File: src/rtl/mlsar_pkg.sv
// Shared types and constants of the multi-lane serial ADC reader.
`default_nettype none
package mlsar_pkg;

  localparam int LANE_CAP  = 4;
  localparam int DATA_BITS = 24;
  localparam int ADDR_W    = 3;

  localparam logic [DATA_BITS-1:0] SIGN_FLIP = 24'h800000;

  // Gain codes: the code sets how many extra clock pulses follow the data bits.
  localparam logic [1:0] GAIN_128 = 2'd0;
  localparam logic [1:0] GAIN_64  = 2'd1;
  localparam logic [1:0] GAIN_32  = 2'd2;

  // Register index, taken from the word address.
  localparam logic REG_GAIN_SELECT = 1'b0;

  typedef logic [DATA_BITS-1:0] sample_t;
  typedef sample_t [LANE_CAP-1:0] lane_bank_t;

  // What one tick produces before it is split into output beats.
  typedef struct packed {
    logic clock_level;
    logic emit;
  } step_res_t;

endpackage
`default_nettype wire

File: src/rtl/mlsar_regs.sv
// Configuration register file with its APB-style access port.
`default_nettype none
module mlsar_regs (
  input  wire logic                        clk,
  input  wire logic                        rst,
  input  wire logic                        psel,
  input  wire logic                        penable,
  input  wire logic                        pwrite,
  input  wire logic [mlsar_pkg::ADDR_W-1:0] paddr,
  input  wire logic [31:0]                 pwdata,
  output logic [31:0]                      prdata,
  output logic                             pready,
  output logic [1:0]                       gain_select
);

  logic wr_en;

  assign pready = 1'b1;
  assign wr_en  = psel && penable && pwrite && pready;

  always_ff @(posedge clk) begin
    if (rst) begin
      gain_select <= mlsar_pkg::GAIN_128;
    end else if (wr_en && paddr[2] == mlsar_pkg::REG_GAIN_SELECT
                 && pwdata[1:0] <= mlsar_pkg::GAIN_32) begin
      // The unused gain code is dropped and the old setting stays.
      gain_select <= pwdata[1:0];
    end
  end

  always_comb begin
    prdata = 32'd0;
    if (paddr[2] == mlsar_pkg::REG_GAIN_SELECT) begin
      prdata = {30'd0, gain_select};
    end
  end

endmodule
`default_nettype wire

File: src/rtl/mlsar_core.sv
// Readout sequencer: request latch, clock phase, bit and gain pulse counters, lane shifters.
`default_nettype none
module mlsar_core #(
  parameter int NUM_LANES = 4
) (
  input  wire logic                   clk,
  input  wire logic                   rst,
  input  wire logic                   step,
  input  wire logic [3:0]             data,
  input  wire logic                   req,
  input  wire logic [1:0]             gain_select,
  output mlsar_pkg::step_res_t        res,
  output mlsar_pkg::lane_bank_t       lane_shift
);

  localparam int ACT = (NUM_LANES < 1) ? 1 :
                       (NUM_LANES > mlsar_pkg::LANE_CAP) ? mlsar_pkg::LANE_CAP : NUM_LANES;
  localparam logic [3:0] LANE_MASK = 4'((1 << ACT) - 1);

  typedef enum logic [1:0] {
    PH_IDLE  = 2'd0,
    PH_SHIFT = 2'd1,
    PH_GAIN  = 2'd2
  } phase_t;

  phase_t                phase, phase_next;
  logic [4:0]            bit_counter, bit_counter_next;
  logic [1:0]            gain_pulse_counter, gain_pulse_counter_next;
  logic                  request_pending, request_pending_next;
  logic                  clock_high, clock_high_next;
  mlsar_pkg::lane_bank_t lane_shift_next;
  logic [4:0]            bit_inc;
  logic [2:0]            gain_inc;
  logic                  pend;

  assign bit_inc  = bit_counter + 5'd1;
  assign gain_inc = {1'b0, gain_pulse_counter} + 3'd1;
  assign pend     = request_pending | req;

  always_comb begin
    phase_next              = phase;
    bit_counter_next        = bit_counter;
    gain_pulse_counter_next = gain_pulse_counter;
    request_pending_next    = pend;
    clock_high_next         = clock_high;
    lane_shift_next         = lane_shift;
    res.clock_level         = 1'b0;
    res.emit                = 1'b0;
    unique case (phase)
      PH_SHIFT: begin
        if (clock_high) begin
          clock_high_next = 1'b0;
          res.clock_level = 1'b1;
        end else begin
          for (int i = 0; i < ACT; i++) begin
            lane_shift_next[i] = {lane_shift[i][mlsar_pkg::DATA_BITS-2:0], data[i]};
          end
          bit_counter_next = bit_inc;
          clock_high_next  = 1'b1;
          if (bit_inc >= 5'(mlsar_pkg::DATA_BITS)) begin
            phase_next              = PH_GAIN;
            gain_pulse_counter_next = 2'd0;
          end
        end
      end
      PH_GAIN: begin
        if (clock_high) begin
          clock_high_next = 1'b0;
          res.clock_level = 1'b1;
        end else begin
          gain_pulse_counter_next = gain_inc[1:0];
          clock_high_next         = 1'b1;
          if (gain_inc >= {1'b0, gain_select} + 3'd1) begin
            // Last gain pulse done: the samples go out on this low tick.
            phase_next              = PH_IDLE;
            bit_counter_next        = 5'd0;
            gain_pulse_counter_next = 2'd0;
            clock_high_next         = 1'b0;
            res.emit                = 1'b1;
          end
        end
      end
      default: begin
        // Idle, and the unused phase code, which falls back to idle.
        phase_next = PH_IDLE;
        if (pend && (data & LANE_MASK) == 4'd0) begin
          request_pending_next    = 1'b0;
          phase_next              = PH_SHIFT;
          bit_counter_next        = 5'd0;
          gain_pulse_counter_next = 2'd0;
          clock_high_next         = 1'b1;
          lane_shift_next         = '0;
        end
      end
    endcase
  end

  always_ff @(posedge clk) begin
    if (rst) begin
      phase              <= PH_IDLE;
      bit_counter        <= 5'd0;
      gain_pulse_counter <= 2'd0;
      request_pending    <= 1'b0;
      clock_high         <= 1'b0;
      lane_shift         <= '0;
    end else if (step) begin
      phase              <= phase_next;
      bit_counter        <= bit_counter_next;
      gain_pulse_counter <= gain_pulse_counter_next;
      request_pending    <= request_pending_next;
      clock_high         <= clock_high_next;
      lane_shift         <= lane_shift_next;
    end
  end

endmodule
`default_nettype wire

File: src/rtl/mlsar_out.sv
// Result register that turns one tick into one beat, or one beat per lane when samples go out.
`default_nettype none
module mlsar_out #(
  parameter int NUM_LANES = 4
) (
  input  wire logic                   clk,
  input  wire logic                   rst,
  input  wire logic                   load,
  input  wire mlsar_pkg::step_res_t   res,
  input  wire mlsar_pkg::lane_bank_t  lane_shift,
  output logic                        free,
  output logic                        out_valid,
  input  wire logic                   out_stall,
  output logic                        clock_level,
  output logic                        sample_valid,
  output logic [1:0]                  lane_index,
  output logic [23:0]                 sample_value,
  output logic                        last_of_run
);

  localparam int ACT = (NUM_LANES < 1) ? 1 :
                       (NUM_LANES > mlsar_pkg::LANE_CAP) ? mlsar_pkg::LANE_CAP : NUM_LANES;
  localparam logic [1:0] LAST_IDX = 2'(ACT - 1);

  logic       clk_lvl;
  logic       emit;
  logic [1:0] idx;
  logic       last;

  assign last = !emit || idx == LAST_IDX;
  assign free = !out_valid || (!out_stall && last);

  // The lane shifters hold still while samples go out, since no tick is
  // taken until the last beat of the run has left.
  assign clock_level  = clk_lvl;
  assign sample_valid = emit;
  assign lane_index   = emit ? idx : 2'd0;
  assign sample_value = emit ? (lane_shift[idx] ^ mlsar_pkg::SIGN_FLIP) : 24'd0;
  assign last_of_run  = last;

  always_ff @(posedge clk) begin
    if (rst) begin
      out_valid <= 1'b0;
      emit      <= 1'b0;
      idx       <= 2'd0;
      clk_lvl   <= 1'b0;
    end else if (load) begin
      out_valid <= 1'b1;
      emit      <= res.emit;
      clk_lvl   <= res.clock_level;
      idx       <= 2'd0;
    end else if (out_valid && !out_stall) begin
      if (last) begin
        out_valid <= 1'b0;
      end else begin
        idx <= idx + 2'd1;
      end
    end
  end

endmodule
`default_nettype wire

File: src/rtl/multi_lane_serial_adc_reader.sv
// Top level of the multi-lane serial ADC reader: input register, sequencer, result stage.
//
// Each input beat is one half-period tick of the shared ADC serial clock and
// carries the sampled data lines of every lane and a conversion request.
// A request is latched; once it is pending and all active data lines are low,
// the block drives the serial clock, shifting one bit per lane on each low
// tick until all data bits are in, then the gain pulses set by gain_select (APB register 0).
// Every tick gives one output beat carrying the clock level for that tick.
// The tick that ends the gain pulses instead gives one beat per active lane,
// sample_valid high, the sample in offset binary, last_of_run on the last lane.
// An accepted input beat passes the input register, then the result register.
// One tick is taken per cycle while the result stage is free; a sample tick
// holds the result stage until every active lane has gone out, and the input stalls meanwhile.
// A stall on the output holds the result register and backs up into the
// input register, after which in_stall rises.
// Reset clears the sequencer to idle with no pending request, zeroes the
// lane shifters and sets the gain to 128.
`default_nettype none
module multi_lane_serial_adc_reader #(
  parameter int NUM_LANES = 4
) (
  input  wire logic                         clk,
  input  wire logic                         rst,
  input  wire logic                         in_valid,
  output logic                              in_stall,
  input  wire logic [3:0]                   data_lines,
  input  wire logic                         convert_request,
  output logic                              out_valid,
  input  wire logic                         out_stall,
  output logic                              clock_level,
  output logic                              sample_valid,
  output logic [1:0]                        lane_index,
  output logic [23:0]                       sample_value,
  output logic                              last_of_run,
  input  wire logic                         psel,
  input  wire logic                         penable,
  input  wire logic                         pwrite,
  input  wire logic [mlsar_pkg::ADDR_W-1:0] paddr,
  input  wire logic [31:0]                  pwdata,
  output logic [31:0]                       prdata,
  output logic                              pready
);

  localparam int ACT = (NUM_LANES < 1) ? 1 :
                       (NUM_LANES > mlsar_pkg::LANE_CAP) ? mlsar_pkg::LANE_CAP : NUM_LANES;

  logic                  in_full;
  logic [3:0]            in_data;
  logic                  in_req;
  logic                  free;
  logic                  move;
  logic [1:0]            gain_select;
  mlsar_pkg::step_res_t  res;
  mlsar_pkg::lane_bank_t lane_shift;

  assign move     = in_full && free;
  assign in_stall = in_full && !move;

  always_ff @(posedge clk) begin
    if (rst) begin
      in_full <= 1'b0;
    end else if (in_valid && !in_stall) begin
      in_full <= 1'b1;
    end else if (move) begin
      in_full <= 1'b0;
    end
  end

  always_ff @(posedge clk) begin
    if (in_valid && !in_stall) begin
      in_data <= data_lines;
      in_req  <= convert_request;
    end
  end

  mlsar_regs u_regs (
    .clk         (clk),
    .rst         (rst),
    .psel        (psel),
    .penable     (penable),
    .pwrite      (pwrite),
    .paddr       (paddr),
    .pwdata      (pwdata),
    .prdata      (prdata),
    .pready      (pready),
    .gain_select (gain_select)
  );

  mlsar_core #(.NUM_LANES(NUM_LANES)) u_core (
    .clk         (clk),
    .rst         (rst),
    .step        (move),
    .data        (in_data),
    .req         (in_req),
    .gain_select (gain_select),
    .res         (res),
    .lane_shift  (lane_shift)
  );

  mlsar_out #(.NUM_LANES(NUM_LANES)) u_out (
    .clk          (clk),
    .rst          (rst),
    .load         (move),
    .res          (res),
    .lane_shift   (lane_shift),
    .free         (free),
    .out_valid    (out_valid),
    .out_stall    (out_stall),
    .clock_level  (clock_level),
    .sample_valid (sample_valid),
    .lane_index   (lane_index),
    .sample_value (sample_value),
    .last_of_run  (last_of_run)
  );

  a_sample_clock_low: assert property (@(posedge clk) disable iff (rst)
    out_valid && sample_valid |-> !clock_level)
    else $error("sample beat with the serial clock high");

  a_tick_single_beat: assert property (@(posedge clk) disable iff (rst)
    out_valid && !sample_valid |-> last_of_run)
    else $error("clock-only beat not marked last");

  a_last_lane: assert property (@(posedge clk) disable iff (rst)
    out_valid && sample_valid && last_of_run |-> lane_index == 2'(ACT - 1))
    else $error("run ended on the wrong lane");

  a_stall_needs_full: assert property (@(posedge clk) disable iff (rst)
    in_stall |-> in_full && out_valid)
    else $error("input stalled with room to move");

endmodule
`default_nettype wire
File: config.mk
export PLATFORM = sky130hd
export DESIGN_NAME = multi_lane_serial_adc_reader
export DESIGN_NICKNAME = d
export VERILOG_FILES = /design/src/rtl/mlsar_pkg.sv /design/src/rtl/mlsar_regs.sv /design/src/rtl/mlsar_core.sv /design/src/rtl/mlsar_out.sv /design/src/rtl/multi_lane_serial_adc_reader.sv
export SDC_FILE = /design/constraint.sdc
export NUM_CORES = 1
export LEC_CHECK = 0
export ABC_AREA = 1
export BUFFER_PORTS_ARGS = -buffer_cell sky130_fd_sc_hd__buf_4
export CAP_MARGIN = 15
export CORE_AREA = 4 4 86 168
export CTS_CLUSTER_DIAMETER = 40
export DETAILED_ROUTE_END_ITERATION = 16
export DIE_AREA = 0 0 90 172
export PLACE_DENSITY_LB_ADDON = 0.2
export SLEW_MARGIN = 20
export SYNTH_ARGS = -nofsm -noshare
export SYNTH_HDL_FRONTEND = slang
export SYNTH_HIERARCHICAL = 1
export SYNTH_SLANG_ARGS = --single-unit
File: constraint.sdc
create_clock -name clk -period 2.5 [get_ports clk]
set_clock_uncertainty 0.2 [all_clocks]
set_input_delay 0.25 -clock clk [delete_from_list [all_inputs] [get_ports clk]]
set_output_delay 0.25 -clock clk [all_outputs]
set_load 0.02 [all_outputs]
# Yosys cells after proc, flatten, opt, wreduce, memory -nomap -nowiden
# Cells that the tools add are included.
[classes]
reduce_logical = 32
magnitude_cmp = 4
n_addsub = 4
n_mux = 42
bitwise = 5
eq_ne = 7
[op_table]
columns = ["op", "count"]
rows = [
  ["$mux 96", 2],
  ["$pmux 96 s2", 1],
  ["$bmux 24 s2", 1],
  ["$mux 24", 2],
  ["$mux 2", 11],
  ["$mux 5", 4],
  ["$mux 1", 17],
  ["$reduce_and 5->1", 3],
  ["$logic_and 1x1->1", 10],
  ["$pmux 5 s2", 1],
  ["$pmux 2 s2", 2],
  ["$reduce_bool 2->1", 4],
  ["$add 2x1->3 const B", 2],
  ["$reduce_and 2->1", 3],
  ["$add 5x1->5 const B", 1],
  ["$ge 5x5->1 const B", 1],
  ["$logic_not 1->1", 5],
  ["$eq 2x2->1 const B", 2],
  ["$logic_not 4->1", 1],
  ["$ne 2x1->1 const B", 2],
  ["$ne 2x2->1 const B", 2],
  ["$not 1->1", 4],
  ["$reduce_and 4->1", 1],
  ["$reduce_or 2->1", 2],
  ["9 further kinds", 10],
]
[word_totals]
wordCells = 111
reg_bits = 120
out_inout_bits = 64

# Longest topological paths before layout
[logic_depth]
ltp_word = 10
ltp_mapped = 14
ltp_nobuf = 14

# By module
# The synthesis kept the hierarchy.
[by_module_without_submodules]
columns = ["module", "area_each_um2", "instances", "cells_each"]
rows = [
  ["mlsar_core", 4111.4, 1, 499],
  ["mlsar_out", 1776.7, 1, 320],
  ["mlsar_regs", 381.6, 1, 61],
  ["multi_lane_serial_adc_reader", 206.4, 1, 14],
]

# Least setup slack after synthesis
# No wires, ideal clock.
[synth_path]
path_type = "register to register"
from = "register u_out.idx[0]"
to = "register u_core.bit_counter[3]"
setup_ns = 0.128
path_slack_ns = 0.414
arrival_ns = 1.759
period_less_slack_ns = 2.086
stages_incl_launch_ff = 14
path_cell_list = "dfxtp_1 ha_1 inv_1 nand2_1 nand2_1 nand2_1 nand2_1 inv_1 a21boi_1 nand2_1 nor2_2 nand2_1 nand2_1 nor2_1"
[synth_via]
elab_chain_cells = 6
[synth_lines]
columns = ["item", "line_no", "rtl"]
rows = [
  ["start, declared", "mlsar_out.sv:27", "logic [1:0] idx;"],
  ["start signal, assigned", "mlsar_out.sv:56", "idx <= idx + 2'd1;"],
  ["$eq 2x2->1", "mlsar_out.sv:30", "assign last = !emit || idx == LAST_IDX;"],
  ["$logic_or 1x1->1", "mlsar_out.sv:30", ""],
  ["net last_of_run", "multi_lane_serial_adc_reader.sv:34", "output logic last_of_run,"],
  ["$logic_and 1x1->1", "mlsar_out.sv:31", "assign free = !out_valid || (!out_stall && last);"],
  ["$logic_or 1x1->1", "mlsar_out.sv:31", ""],
  ["net free", "multi_lane_serial_adc_reader.sv:50", "logic free;"],
  ["$logic_and 1x1->1", "multi_lane_serial_adc_reader.sv:56", "assign move = in_full && free;"],
  ["net move", "multi_lane_serial_adc_reader.sv:51", "logic move;"],
  ["$reduce_and 5->1 (no line)", "--", ""],
  ["end signal, assigned", "mlsar_core.sv:108", "bit_counter <= bit_counter_next;"],
  ["end, declared", "mlsar_core.sv:27", "logic [4:0] bit_counter, bit_counter_next;"],
]
# The timed path passes the listed nets, and every way through them passes these cells.
# A chain may end at the register's enable or synchronous reset.

# Worst setup path after layout
[layout_path]
from = "register u_out.idx[0]"
to = "output sample_value[13]"
[layout_via]
elab_chain_cells = 3
[layout_lines]
columns = ["item", "line_no", "rtl"]
rows = [
  ["$bmux 24 s2", "mlsar_out.sv:38", "assign sample_value = emit ? (lane_shift[idx] ^ mlsar_pkg::SIGN_FLIP) : 24'd0;"],
  ["$mux 24 (implied by the code)", "mlsar_out.sv:38", ""],
  ["$mux 24", "mlsar_out.sv:38", ""],
  ["end, declared", "multi_lane_serial_adc_reader.sv:33", "output logic [23:0] sample_value,"],
]
# No other way between the ends. The select of a mux whose other input is x is not followed.

==> flow_summary.json <==
{
  "ios": 111,
  "n_fill_cell": 1250,
  "vias": 5564,
  "r2r_end": "u_core/lane_shift[59]$_SDFFE_PP0P_",
  "netlist_instances": 894,
  "synth_largest_area_cell": "dfxtp_1",
  "antenna_found_initial": 0,
  "final_cell_mix": "nand2_1, inv_1, dfxtp_1",
  "port-buffer-count": 47,
  "multi_input_area_sq_um": 3080,
  "maxSlewHeadroom_pct": 63.5,
  "grt_pass1_vias": 5319,
  "p_leak_nw": 2.96,
  "place_hpwl_microns": 9370,
  "overflow": 0,
  "ff_latch_area_sq_um": 2460,
  "vdd_drop_max_mv": 0.670,
  "clock_latency_ps": 420,
  "final_common_cell": "nand2_1",
  "placed_area_sq_um": 6770,
  "timing_hold_violations_final": 0,
  "die_h_microns": 172,
  "power_density_nw_per_um2": 655,
  "crit_path_end_kind": "primary output",
  "cts_buffers": 17,
  "setup_tns_ps": 0,
  "reg2reg_depth": 13,
  "dieArea_sq_um": 15500,
  "avgSynthCellArea_sq_um": 7.24,
  "regToRegSetupSlack_ps": 310,
  "worst_slack_ps": 132,
  "syn_area_sq_um": 6480,
  "postRouteAntennaNets": 0,
  "fin_nets": 984,
  "final_util_pct": 57.6,
  "drt_wl_total_microns": 15200,
  "seq_area_frac_synth_pct": 37.9,
  "drv_cap": 0,
  "ys_ff_latch": 120,
  "die_w_microns": 90,
  "core_area_sq_um": 13100,
  "tightest_slew_ps": 548,
  "min_to": "u_regs/gain_select[0]$_SDFFE_PP0P_",
  "grt_max_degree": 97,
  "start_util_pct": 49.6,
  "fin_crit_sh_pct": 94.7,
  "hold_slack_ps": 37.4,
  "grt_pass1_wl_microns": 25200,
  "setup_viol": 0,
  "row_count": 59,
  "holdCritStartpoint": "paddr[2]",
  "via_per_inst": 5.10,
  "fmax_ghz": 0.422,
  "grt_usage_pct": 19.9,
  "ys_types": 29,
  "reg2reg_from": "u_out/idx[0]$_SDFFE_PP0P_",
  "critPathArrivalTime_ps": 1920,
  "yosys_warnings": 6,
  "drc": 0,
  "critical_path_required_ps": 2050,
  "crit_type": "flop to primary output",
  "dp_worst_setup_slack_ps": 230,
  "cp_max_fo": 26,
  "period_needed_ps": 2370,
  "status": "completed",
  "drv_slew": 0,
  "clkSinkCount": 120,
  "cts.path.max_buffers": 2,
  "yosys-top-cells-area": "dfxtp_1, nand2_1, inv_1",
  "start_kind": "flop",
  "wl_per_cell_microns": 14.0,
  "first_pass_iters": 5,
  "path_clk_slew_ps": 60,
  "finalInstanceArea_sq_um": 7530,
  "antenna_cells": 0,
  "drtIter0Drc": 460,
  "rsz0062_at_grt": "no",
  "worst_hold_path_type": "input pin to flop",
  "cts_tree": "done",
  "gp_congestion": 0.843,
  "htree_levels": 4,
  "clockRootBuffer": "clkbuf_16",
  "drive_gt1_share_pct": 18.0,
  "yosysTopAreaCellShare_pct": 35.5,
  "hold_depth": 6,
  "syn2layout_area_growth_pct": 16.3
}
through the flow:
stage / std cells / power, mW
floorplan: 923 / 2.29
global placement: 1050 / 2.35
detailed placement: 1050 / 2.36
CTS: 1091 / 4.99
global route: 1092 / 5.12
finish: 1092 / 4.94
worst max-delay path, cell delays in order (launching register included):
cell	delay, ps
dfxtp_4	400
buf_12	190
inv_2	70
buf_4	240
nand2_1	100
nand3_1	100
a21oi_2	200
buf_4	160
metal layers:
| layer | wire length (microns) | GRT usage (%) |
|---|---|---|
| met1 | 6140 | 21.5 |
| met2 | 8080 | 37.7 |
| met3 | 666 | 4.44 |
| met4 | 354 | 7.61 |
| met5 | 0 | 0 |
sequential cells by signal, summed over array words and instances, names as in the netlist:
register and cells:
u_core/lane_shift 96, u_core/bit_counter 5, in_data 4, u_core/gain_pulse_counter 2, u_core/phase 2, u_out/idx 2, u_regs/gain_select 2, in_full 1
in_req 1, u_core/clock_high 1, u_core/request_pending 1, u_out/clock_level 1, u_out/out_valid 1, u_out/sample_valid 1
synthesized netlist by cell type:
master	count
nand2_1	175
inv_1	134
dfxtp_1	115
nand3_1	87
nor2_1	85
a21oi_1	57
a22oi_1	51
buf_4	38
buf_2	25
nand2_4	21
nand3_2	21
a21oi_2	20
clkbuf_1	18
ha_1	10
inv_2	6
o21ai_0	6
edfxtp_1	5
nand4_1	4
nor2_2	3
buf_12	2
buf_6	2
conb_1	2
a211oi_1	1
a21boi_1	1
and2_1	1
nand2_2	1
nand3b_1	1
or2_2	1
xor2_1	1
area by class of cell:
class / count / share of cell area [%]
sequential: 120 / 32.6
timing repair buffer: 70 / 8.50
inverter: 140 / 6.98
tap: 152 / 2.52
multi-input combinational: 578 / 40.9
clock buffer: 20 / 6.35
clock inverter: 12 / 2.16
cells by family (layout without fill, tap and decap cells):
group	count (synthesis)	in the layout	synth area share (%)
simple gates	400	400	29.8
buf+inv	225	242	16.5
compound gates	136	136	13.7
flops	120	120	37.9
fa+ha+maj	10	10	1.93
other cells	2	31	0.116
xor+xnor	1	1	0.135
how the worst max path moves through the flow:
stage / start / to / slack, ps / cells after the start
after global placement: u_out/idx[0]$_SDFFE_PP0P_ / u_core/bit_counter[3]$_SDFFE_PP0P_ / 250 / 13
after detailed placement: u_out/idx[0]$_SDFFE_PP0P_ / u_core/bit_counter[3]$_SDFFE_PP0P_ / 230 / 13
after CTS: u_out/idx[0]$_SDFFE_PP0P_ / sample_value[13] / 50 / 7
after global routing: u_out/idx[0]$_SDFFE_PP0P_ / sample_value[13] / 30 / 7
final: u_out/idx[0]$_SDFFE_PP0P_ / sample_value[13] / 130 / 7
after floorplan: u_out/idx[0]$_SDFFE_PP0P_ / u_core/bit_counter[3]$_SDFFE_PP0P_ / 410 / 13
where the power goes:
| group | leakage (nW) | internal, mW | switching, mW |
|---|---|---|---|
| registers | 0.977 | 1.95 | 0.0185 |
| clock network | 0.308 | 1.69 | 0.919 |
| logic | 1.68 | 0.104 | 0.258 |
what timing repair did:
item                                    CTS  global route
setup buffers                             0             0
endpoints found under the setup margin    0             5
gates resized for setup                   0             3
hold buffers                              9             0
hold endpoints to repair                 10             0
Note: power is estimated with default switching activity, not from simulation.
